<file path="config.mk">
export PLATFORM = sky130hd
export DESIGN_NAME = adaptive_job_size_controller
export DESIGN_NICKNAME = d
export VERILOG_FILES = /design/src/design/ajsc_pkg.sv /design/src/design/adaptive_job_size_controller.sv
export SDC_FILE = /design/constraint.sdc
export NUM_CORES = 2
export LEC_CHECK = 0
export ABC_AREA = 1
export ABC_CLOCK_PERIOD_IN_PS = 9000
export BUFFER_PORTS_ARGS = -buffer_cell sky130_fd_sc_hd__buf_4
export CORE_ASPECT_RATIO = 2
export CORE_MARGIN = 5
export CORE_UTILIZATION = 58
export CTS_BUF_LIST = sky130_fd_sc_hd__clkbuf_16
export CTS_CLUSTER_DIAMETER = 60
export DETAILED_ROUTE_END_ITERATION = 8
export PLACE_DENSITY = 0.81
export SLEW_MARGIN = 5
export SYNTH_ARGS = -nofsm -noshare
export SYNTH_HDL_FRONTEND = slang
export SYNTH_SLANG_ARGS = --single-unit
</file>
<file path="constraint.sdc">
create_clock -name i_clk -period 9 [get_ports i_clk]
set_input_delay 0.45 -clock i_clk [delete_from_list [all_inputs] [get_ports i_clk]]
set_output_delay 0.45 -clock i_clk [all_outputs]
set_load 0.05 [all_outputs]
</file>
<file path="src/design/ajsc_pkg.sv">
// ----------------------------------------------------------------------------
// ajsc_pkg
// Shared types and constants of the adaptive job size controller.
// ----------------------------------------------------------------------------
package ajsc_pkg;

    // Register indexes on the configuration port
    localparam logic [2:0] CFG_INITIAL_WEIGHT = 3'd0;
    localparam logic [2:0] CFG_MIN_JOB_TIME   = 3'd1;
    localparam logic [2:0] CFG_MAX_JOB_TIME   = 3'd2;
    localparam logic [2:0] CFG_EXEC_PREP_RAT  = 3'd3;
    localparam logic [2:0] CFG_BOOST_FACTOR   = 3'd4;

    // Register reset values
    localparam logic [47:0] RST_INITIAL_WEIGHT = 48'd268435456;
    localparam logic [39:0] RST_MIN_JOB_TIME   = 40'd60000000;
    localparam logic [39:0] RST_MAX_JOB_TIME   = 40'd600000000;
    localparam logic [15:0] RST_EXEC_PREP_RAT  = 16'd5120;
    localparam logic [15:0] RST_BOOST_FACTOR   = 16'd512;

    // Bytes-per-microsecond cap (1e12) with 16 fraction bits
    localparam logic [63:0] PER_US_CAP_Q16 = 64'd65536000000000000;

    localparam logic [63:0] ALL_ONES64 = {64{1'b1}};

    // Sequencer states
    typedef enum logic [3:0] {
        S_IDLE,
        S_M_SET,
        S_MEAN_DIV,
        S_T_SET,
        S_T_MUL,
        S_CAP_SET,
        S_CAP_MUL,
        S_P_SET,
        S_P_MUL,
        S_D_SET,
        S_P_DIV,
        S_I_SET,
        S_H_SET,
        S_H_MUL,
        S_W_SET,
        S_FIN
    } t_state;

endpackage

</file>
<file path="src/design/adaptive_job_size_controller.sv">
// An abandoned report goes straight to the result stage, and with empty statistics
// the arithmetic is skipped; else the sequencer runs at most a 64-step mean division,
// 16+40+40+16 multiply steps and a 64-step ideal division, with setup states between,
// on the single shift-add / shift-subtract unit that all steps share. Input stalls until
// the result word is loaded, so one report is in work at a time. Reset (synchronous,
// active low) loads register defaults, clears totals, reloads the weight; no clearing pass.
// ----------------------------------------------------------------------------
// adaptive_job_size_controller
// Keeps job statistics and, for each non-abandoned report once they hold a sample,
// recomputes the data weight per job, using one shared iterative multiply/divide unit.
// ----------------------------------------------------------------------------
module adaptive_job_size_controller
    import ajsc_pkg::*;
(
    input  logic        i_clk,
    input  logic        i_rst_n,
    // report channel
    input  logic        i_in_valid,
    output logic        o_in_stall,
    input  logic        i_abandoned,
    input  logic [39:0] i_data_bytes,
    input  logic [39:0] i_prepare_time,
    input  logic [39:0] i_download_time,
    input  logic [39:0] i_exec_time,
    // result channel
    output logic        o_out_valid,
    input  logic        i_out_stall,
    output logic [47:0] o_weight_per_job,
    output logic        o_sample_used,
    // configuration channel
    input  logic        i_cfg_valid,
    output logic        o_cfg_ready,
    input  logic [2:0]  i_cfg_index,
    input  logic [47:0] i_cfg_data
);

    t_state r_state, n_state;

    logic [47:0]  r_init_weight;
    logic [39:0]  r_min_time, r_max_time;
    logic [15:0]  r_ratio, r_boost;

    logic [31:0]  r_count, n_count;
    logic [63:0]  r_tot_prep, n_tot_prep;
    logic [63:0]  r_tot_exec, n_tot_exec;
    logic [63:0]  r_tot_data, n_tot_data;
    logic [63:0]  r_weight, n_weight;

    logic [127:0] r_acc, n_acc;
    logic [63:0]  r_opa, n_opa;
    logic [63:0]  r_opb, n_opb;
    logic [5:0]   r_cnt, n_cnt;
    logic [39:0]  r_t, n_t;
    logic [63:0]  r_cap, n_cap;
    logic [63:0]  r_ideal, n_ideal;
    logic [63:0]  r_new, n_new;
    logic         r_used, n_used;

    logic         r_out_valid, n_out_valid;
    logic [47:0]  r_out_weight, n_out_weight;
    logic         r_out_used, n_out_used;

    // Shared unit: one multiply step (MSB first) and one divide step
    logic [127:0] u_mul, u_div;
    logic [63:0]  u_rem_sh, u_rem_sub;
    logic         u_ge;

    always_comb begin
        u_mul     = {r_acc[126:0], 1'b0} + (r_opb[r_cnt] ? {64'd0, r_opa} : 128'd0);
        u_rem_sh  = r_acc[126:63];
        u_ge      = r_acc[127] || (u_rem_sh >= r_opb);
        u_rem_sub = u_rem_sh - r_opb;
        u_div     = u_ge ? {u_rem_sub, r_acc[62:0], 1'b1} : {u_rem_sh, r_acc[62:0], 1'b0};
    end

    // Report intake: net prepare time and saturating totals
    logic [39:0]  w_net;
    logic         w_use;
    logic [64:0]  w_sum_prep, w_sum_exec, w_sum_data;

    always_comb begin
        w_net      = (i_prepare_time > i_download_time) ?
                     (i_prepare_time - i_download_time) : 40'd0;
        w_use      = !i_abandoned && (i_data_bytes != 40'd0) && (w_net != 40'd0)
                     && (i_exec_time != 40'd0);
        w_sum_prep = {1'b0, r_tot_prep} + {25'd0, w_net};
        w_sum_exec = {1'b0, r_tot_exec} + {25'd0, i_exec_time};
        w_sum_data = {1'b0, r_tot_data} + {25'd0, i_data_bytes};
    end

    // Post-processing helpers
    logic [63:0]  w_t_raw, w_t_lo, w_t_cl;
    logic [63:0]  w_cap_sat, w_hi, w_lim;
    logic [127:0] w_acc_sh;

    always_comb begin
        w_t_raw   = (r_acc[127:64] != 64'd0) ? ALL_ONES64 : {8'd0, r_acc[63:8]};
        w_t_lo    = (w_t_raw < {24'd0, r_min_time}) ? {24'd0, r_min_time} : w_t_raw;
        w_t_cl    = (w_t_lo > {24'd0, r_max_time}) ? {24'd0, r_max_time} : w_t_lo;
        w_cap_sat = (r_acc[127:64] != 64'd0) ? ALL_ONES64 : r_acc[63:0];
        w_acc_sh  = {r_acc[111:0], 16'd0};
        w_hi      = (r_acc[127:72] != 56'd0) ? ALL_ONES64 : r_acc[71:8];
        w_lim     = (r_ideal > w_hi) ? w_hi : r_ideal;
    end

    assign o_in_stall       = (r_state != S_IDLE);
    assign o_cfg_ready      = 1'b1;
    assign o_out_valid      = r_out_valid;
    assign o_weight_per_job = r_out_weight;
    assign o_sample_used    = r_out_used;

    // Sequencer: next state and datapath loads
    always_comb begin
        n_state      = r_state;
        n_count      = r_count;
        n_tot_prep   = r_tot_prep;
        n_tot_exec   = r_tot_exec;
        n_tot_data   = r_tot_data;
        n_weight     = r_weight;
        n_acc        = r_acc;
        n_opa        = r_opa;
        n_opb        = r_opb;
        n_cnt        = r_cnt;
        n_t          = r_t;
        n_cap        = r_cap;
        n_ideal      = r_ideal;
        n_new        = r_new;
        n_used       = r_used;
        n_out_valid  = r_out_valid;
        n_out_weight = r_out_weight;
        n_out_used   = r_out_used;

        // drop the result word once taken
        if (r_out_valid && !i_out_stall) begin
            n_out_valid = 1'b0;
        end

        case (r_state)
            S_IDLE: begin
                if (i_in_valid) begin
                    n_used = w_use;
                    n_new  = r_weight;
                    if (w_use) begin
                        n_count    = (r_count == 32'hFFFF_FFFF) ? r_count : r_count + 32'd1;
                        n_tot_prep = w_sum_prep[64] ? ALL_ONES64 : w_sum_prep[63:0];
                        n_tot_exec = w_sum_exec[64] ? ALL_ONES64 : w_sum_exec[63:0];
                        n_tot_data = w_sum_data[64] ? ALL_ONES64 : w_sum_data[63:0];
                    end
                    n_state = i_abandoned ? S_FIN : S_M_SET;
                end
            end
            S_M_SET: begin
                if (r_count == 32'd0) begin
                    n_state = S_FIN;
                end else begin
                    n_acc   = {64'd0, r_tot_prep};
                    n_opb   = {32'd0, r_count};
                    n_cnt   = 6'd63;
                    n_state = S_MEAN_DIV;
                end
            end
            S_MEAN_DIV: begin
                n_acc = u_div;
                n_cnt = r_cnt - 6'd1;
                if (r_cnt == 6'd0) begin
                    n_state = S_T_SET;
                end
            end
            S_T_SET: begin
                n_opa   = r_acc[63:0];
                n_opb   = {48'd0, r_ratio};
                n_acc   = 128'd0;
                n_cnt   = 6'd15;
                n_state = S_T_MUL;
            end
            S_T_MUL: begin
                n_acc = u_mul;
                n_cnt = r_cnt - 6'd1;
                if (r_cnt == 6'd0) begin
                    n_state = S_CAP_SET;
                end
            end
            S_CAP_SET: begin
                n_t     = w_t_cl[39:0];
                n_opa   = PER_US_CAP_Q16;
                n_opb   = {24'd0, w_t_cl[39:0]};
                n_acc   = 128'd0;
                n_cnt   = 6'd39;
                n_state = S_CAP_MUL;
            end
            S_CAP_MUL: begin
                n_acc = u_mul;
                n_cnt = r_cnt - 6'd1;
                if (r_cnt == 6'd0) begin
                    n_state = S_P_SET;
                end
            end
            S_P_SET: begin
                n_cap = w_cap_sat;
                if (r_tot_exec == 64'd0) begin
                    n_ideal = w_cap_sat;
                    n_state = S_H_SET;
                end else begin
                    n_opa   = r_tot_data;
                    n_opb   = {24'd0, r_t};
                    n_acc   = 128'd0;
                    n_cnt   = 6'd39;
                    n_state = S_P_MUL;
                end
            end
            S_P_MUL: begin
                n_acc = u_mul;
                n_cnt = r_cnt - 6'd1;
                if (r_cnt == 6'd0) begin
                    n_state = S_D_SET;
                end
            end
            S_D_SET: begin
                // quotient saturates: the cap then bounds the ideal
                if (w_acc_sh[127:64] >= r_tot_exec) begin
                    n_ideal = r_cap;
                    n_state = S_H_SET;
                end else begin
                    n_acc   = w_acc_sh;
                    n_opb   = r_tot_exec;
                    n_cnt   = 6'd63;
                    n_state = S_P_DIV;
                end
            end
            S_P_DIV: begin
                n_acc = u_div;
                n_cnt = r_cnt - 6'd1;
                if (r_cnt == 6'd0) begin
                    n_state = S_I_SET;
                end
            end
            S_I_SET: begin
                n_ideal = (r_acc[63:0] > r_cap) ? r_cap : r_acc[63:0];
                n_state = S_H_SET;
            end
            S_H_SET: begin
                n_opa   = r_weight;
                n_opb   = {48'd0, r_boost};
                n_acc   = 128'd0;
                n_cnt   = 6'd15;
                n_state = S_H_MUL;
            end
            S_H_MUL: begin
                n_acc = u_mul;
                n_cnt = r_cnt - 6'd1;
                if (r_cnt == 6'd0) begin
                    n_state = S_W_SET;
                end
            end
            S_W_SET: begin
                n_new   = (w_lim < r_weight) ? r_weight : w_lim;
                n_state = S_FIN;
            end
            S_FIN: begin
                // hold until the output register is free
                if (!r_out_valid || !i_out_stall) begin
                    n_weight     = r_new;
                    n_out_valid  = 1'b1;
                    n_out_weight = r_new[63:16];
                    n_out_used   = r_used;
                    n_state      = S_IDLE;
                end
            end
            default: begin
                n_state = S_IDLE;
            end
        endcase

        // initial weight write also reloads the running weight
        if (i_cfg_valid && (i_cfg_index == CFG_INITIAL_WEIGHT)) begin
            n_weight = {i_cfg_data, 16'd0};
        end
    end

    // State and control registers
    always_ff @(posedge i_clk) begin
        if (!i_rst_n) begin
            r_state       <= S_IDLE;
            r_out_valid   <= 1'b0;
            r_count       <= 32'd0;
            r_tot_prep    <= 64'd0;
            r_tot_exec    <= 64'd0;
            r_tot_data    <= 64'd0;
            r_weight      <= {RST_INITIAL_WEIGHT, 16'd0};
            r_init_weight <= RST_INITIAL_WEIGHT;
            r_min_time    <= RST_MIN_JOB_TIME;
            r_max_time    <= RST_MAX_JOB_TIME;
            r_ratio       <= RST_EXEC_PREP_RAT;
            r_boost       <= RST_BOOST_FACTOR;
        end else begin
            r_state     <= n_state;
            r_out_valid <= n_out_valid;
            r_count     <= n_count;
            r_tot_prep  <= n_tot_prep;
            r_tot_exec  <= n_tot_exec;
            r_tot_data  <= n_tot_data;
            r_weight    <= n_weight;
            if (i_cfg_valid) begin
                case (i_cfg_index)
                    CFG_INITIAL_WEIGHT: r_init_weight <= i_cfg_data;
                    CFG_MIN_JOB_TIME:   r_min_time    <= i_cfg_data[39:0];
                    CFG_MAX_JOB_TIME:   r_max_time    <= i_cfg_data[39:0];
                    CFG_EXEC_PREP_RAT:  r_ratio       <= i_cfg_data[15:0];
                    CFG_BOOST_FACTOR:   r_boost       <= i_cfg_data[15:0];
                    default: ;
                endcase
            end
        end
    end

    // Datapath registers
    always_ff @(posedge i_clk) begin
        r_acc        <= n_acc;
        r_opa        <= n_opa;
        r_opb        <= n_opb;
        r_cnt        <= n_cnt;
        r_t          <= n_t;
        r_cap        <= n_cap;
        r_ideal      <= n_ideal;
        r_new        <= n_new;
        r_used       <= n_used;
        r_out_weight <= n_out_weight;
        r_out_used   <= n_out_used;
    end

    // Assertions
    a_busy_after_accept: assert property (@(posedge i_clk) disable iff (!i_rst_n)
        (i_in_valid && !o_in_stall) |=> (r_state != S_IDLE))
        else $error("report accepted but sequencer stayed idle");

    a_weight_monotonic: assert property (@(posedge i_clk) disable iff (!i_rst_n)
        (r_state == S_FIN) |-> (r_new >= r_weight))
        else $error("weight per job would shrink");

    a_used_has_count: assert property (@(posedge i_clk) disable iff (!i_rst_n)
        (r_out_valid && r_out_used) |-> (r_count != 32'd0))
        else $error("sample reported used with empty statistics");

    a_t_bounded: assert property (@(posedge i_clk) disable iff (!i_rst_n)
        (r_state == S_CAP_MUL) |-> (r_t <= r_max_time))
        else $error("ideal execute time above max bound");

    a_init_tracked: assert property (@(posedge i_clk) disable iff (!i_rst_n)
        (i_cfg_valid && (i_cfg_index == CFG_INITIAL_WEIGHT))
        |=> (r_weight[63:16] == r_init_weight))
        else $error("initial weight write did not reload weight");

endmodule

</file>
==> metrics.txt, run 1 <==
GRT Total Usage 62.09%; syn nets 11.78k; post-synthesis adder-cell area fraction 10.42%; post-CTS sizing 0; sequential area share after synthesis 32.09%; synthesized flop and latch total 949; area post-placement 80300 sq um; Most used DFF post-synth edfxtp_1; largest net degree at the start of global routing 198; RD Place Congestion 1.189; initial core utilization 58.25%; cts hold-fix bufs 17; Fail Step global routing (5_1_grt); compound-gate portion of the synthesized area 20.17%; die width 266.3 um; synth top area cells edfxtp_1 (21%), nand2_1 (11%), dfxtp_1 (11%); Std-Cell Rows 188; FFs w/ async S/R, synth 0%; GRT overflow 9; Setup Fix Bufs, Post-CTS 0; htree depth 3; Ys Warns 0; IO Pins 269; Mapped Area 76180 sq um; total CTS buffers 92; Mapped Avg Cell Area 6.967 sq um; simple-gate share of the synthesized area 24.53%; Final HPWL DP 317300 um; first-pass GRT wire length 634600 um; Die H 522.5 um; post-synth top area share 21.44%; root buf cell clkbuf_16; largest family of logic cells by synthesized area simple AND/OR/NAND/NOR gates; outcome aborted with a tool error; Cells after Synth 10.93k; Distinct cells, synth 64; PortBufs 267; Post-synth EDFFs 544; multiplexer share of the synthesized area 0%; Num Clock Sinks 949; XOR/XNOR Fraction of Synth Area 2.886%; Max Buffers Root-to-Sink 3; vias in the first global route 89.92k; Run Error [ERROR GRT-0116] Global routing finished with congestion. Check the congestion regions in the DRC Viewer.; Yosys top cell by area edfxtp_1
layer usage:
| layer | track usage [%] | overflow |
|---|---|---|
| met3 | 33.41 | 0 |
| met4 | 73.91 | 6 |
| met2 | 88.27 | 3 |
| met5 | 4.072 | 0 |
| met1 | 57.48 | 0 |
stage by stage:
step / utilization [%] / instances / worst slack, ns
2_1_floorplan: - / 10934 / 0.2530
3_3_place_gp: 61.40 / 12701 / 0.7649
3_5_place_dp: 61.40 / 12701 / 0.6574
4_1_cts: 64.01 / 12892 / 0.5977
cells by family after synthesis:
group	Yosys count
and+or+nand+nor	4442
AOI/OAI and AO/OA	2687
buffers and inverters	1973
DFF	949
adders and majority gates	631
xor gates and xnor gates	251
other	1
synth_stat cells, types with 100 or more instances:
master    count
a21oi_1    1171
a31oi_1     134
clkbuf_1    300
dfxtp_1     405
edfxtp_1    544
ha_1        625
inv_1      1573
nand2_1    2217
nand3_1     569
nand4_1     152
nor2_1     1072
nor3_1      178
nor4_1      100
o211ai_1    118
o21ai_0     785
o221ai_1    127
xnor2_1     101
xor2_1      150
==> run 2, diff against run 1 <==
Settings changed: ABC_CLOCK_PERIOD_IN_PS 9000 to 11700, CORE_ASPECT_RATIO 2 to unset, CORE_UTILIZATION 58 to 40, CTS_BUF_LIST sky130_fd_sc_hd__clkbuf_16 to unset, CTS_CLUSTER_DIAMETER 60 to unset, PLACE_DENSITY 0.81 to unset, PLACE_DENSITY_LB_ADDON set to 0.15.
Clock period 9 ns to 11.7 ns, I/O delays scaled along.
==> metrics.txt, run 2 <==
final setup vio count 0; Std-Cell Rows 160 (-15%); die width 446.4 um (+68%); Die H 446.4 um (-15%); clk_lat worst skew 0.79 ns; Mapped Area 76180 sq um (unchanged); Post-layout nets 11.90k; htree depth 3 (unchanged); filler instances 19.75k; Slowest cell on crit path nor2_1; Vias 82.15k; sequential area share after synthesis 32.09% (unchanged); most flop-heavy register r_acc; Worst Setup Path Type flip-flop to flip-flop; Final HPWL DP 320800 um (+1.1%); placed cell count 13.44k (+5.8%); Mapped Avg Cell Area 6.967 sq um (unchanged); largest net degree at the start of global routing 136; PD cells 243.2 nW/um^2; synth top area cells edfxtp_1 (21%), nand2_1 (11%), dfxtp_1 (11%); Fin. Hold Viols 0; most common cell in the netlist nand2_1; Via density 5.999; GRT Total Usage 38.38%; Seq. cell area 24440 sq um; critical path startpoint category flip-flop; RD Place Congestion 1.051 (-12%); GRT overflow 0; Slew Limit Headroom 8.278%; Crit. End Element flip-flop; worst slew pin tran 1.361 ns; final worst slack 1.759 ns; first-pass GRT wire length 557100 um; crit share post-route 84.96%; Yosys top cell by area edfxtp_1; most frequent cells in the layout nand2_1 (2208), inv_1 (1569), a21oi_1 (1169); dpl ws 2.314 ns (+1.656 ns); initial antenna violation count 36; Power Total 20670 uW; maximum vdd drop 0.0003347 V; Remaining DRCs 0; FFs w/ async S/R, synth 0% (unchanged); Pins Over Slew Limit 0; max_cap viols 0; family with the most delay on the worst path simple AND/OR/NAND/NOR gates; Final Instance Count excl. Fillers 13.70k; Core ar. 189800 sq um; CTS tree yes; Multi-input gate area 44380 sq um; CP Data Arrival Time 10.47 ns; Ys Warns 0 (unchanged); root buf cell clkbuf_16; DIE AREA 199300 sq um; max reg flops 128; vias in the first global route 77.33k; total CTS buffers 117 (+27%); routed wire length 397700 um; Cells after Synth 10.93k (unchanged); Post-synth EDFFs 544 (unchanged); DRT Pass-1 Iters 6; fraction of layout cells with a size suffix above 1 6.347%; Iter 0 DRT Violations 9945; RSZ-0062 raised after global routing false; Tightest Hold Check Type input pin to flip-flop; PortBufs 267 (unchanged); IO Pins 269 (unchanged); Worst-path clk slew 0.06 ns; Distinct cells, synth 64 (unchanged); Worst path most repeated cell nand2_1; Final Critical Period 9.941 ns; P_leak 0.03552 uW; Worst path max stage delay 0.76 ns; most common cell after layout, fill and taps aside nand2_1; CP Max Fanout 64; maximum clock rate 0.1006 GHz; post-synth top area share 21.44% (unchanged); Max Buffers Root-to-Sink 3 (unchanged); syn nets 11.78k (unchanged); clk_skew 0.02591 ns; Area Overhead vs Synth 11.55%; Most used DFF post-synth edfxtp_1; TNS Setup 0 ns; synthesized flop and latch total 949 (unchanged); worst reg-to-reg setup slack 1.76 ns; WP data required 12.23 ns; Core Util, Final 44.78%; DR WL/cell 29.04 um; initial core utilization 40.14% (-18 points); Num Clock Sinks 949 (unchanged); most common library cells after synthesis nand2_1 (2217), inv_1 (1573), a21oi_1 (1171); ANT nets after route 0; CP Buf/Inv Count 3; outcome completed
-- run 2: cell counts after synthesis --
No cell type changed its count.
-- run 2: area by class of cell --
cell class,instances,area share [%]
antenna,30,0.08835
clock buffer,168,4.095
clock inverter,53,0.6302
inverter,1591,7.046
multi-input combinational,8012,52.22
sequential,949,28.77
tap,2511,3.697
timing repair buffer,381,3.457
-- run 2: stage by stage --
stage	hold slack [ns]	cell area, sq um
finish	0.1069	84980
global route	0.09181	84920
CTS	0.05713	84900
detailed placement	0.4381	80880
global placement	0.4363	80880
floorplan	0.4003	76180
-- run 2: path summary, 6_finish.rpt --
| path | start | end | cells after the start |
|---|---|---|---|
| min reg2reg | r_new[32]$_DFFE_PP_ | o_weight_per_job[16]$_DFFE_PP_ | 0 |
| max | r_acc[100]$_DFFE_PP_ | r_new[3]$_DFFE_PP_ | 29 |
| max reg2reg | r_acc[100]$_DFFE_PP_ | r_new[3]$_DFFE_PP_ | 29 |
| min | i_cfg_data[43] | r_weight[59]$_SDFFE_PN0P_ | 3 |
-- run 2: kinds of logic (layout without fill, tap and decap cells) --
kind of cell	after synthesis	after routing	synth area share, %
xor+xnor	251	251	2.886
fa+ha+maj	631	631	10.42
simple gates	4442	4442	24.53
flops	949	949	32.09
other cells	1	31	0.004923
buf+inv	1973	2193	9.902
compound gates	2687	2687	20.17
-- run 2: tightest hold or removal path, delay by kind of cell --
| family | cells | cell delay (ns) |
|---|---|---|
| AOI/OAI and AO/OA | 1 | 0.07 |
| buffers and inverters | 1 | 0.11 |
| and+or+nand+nor | 1 | 0.05 |
-- run 2: what timing repair did --
action                                 4_1_cts  5_1_grt
endpoints found under the hold margin        1        0
resized for setup                            0        0
hold buffers                                 1        0
setup buffers                                0        0
-- run 2: per-layer routing --
layer	GRT usage [%]	routed length, um
met5	0	173
met2	60.11	173000
met1	48.62	160000
met4	22.42	28230
met3	8.517	36250
-- run 2: where the power goes --
group          internal [uW]  switching, uW
combinational           3000           8340
sequential              4570            881
clock                   2240           1650
total                   9800          10900
Note: power is estimated with default switching activity, not from simulation.
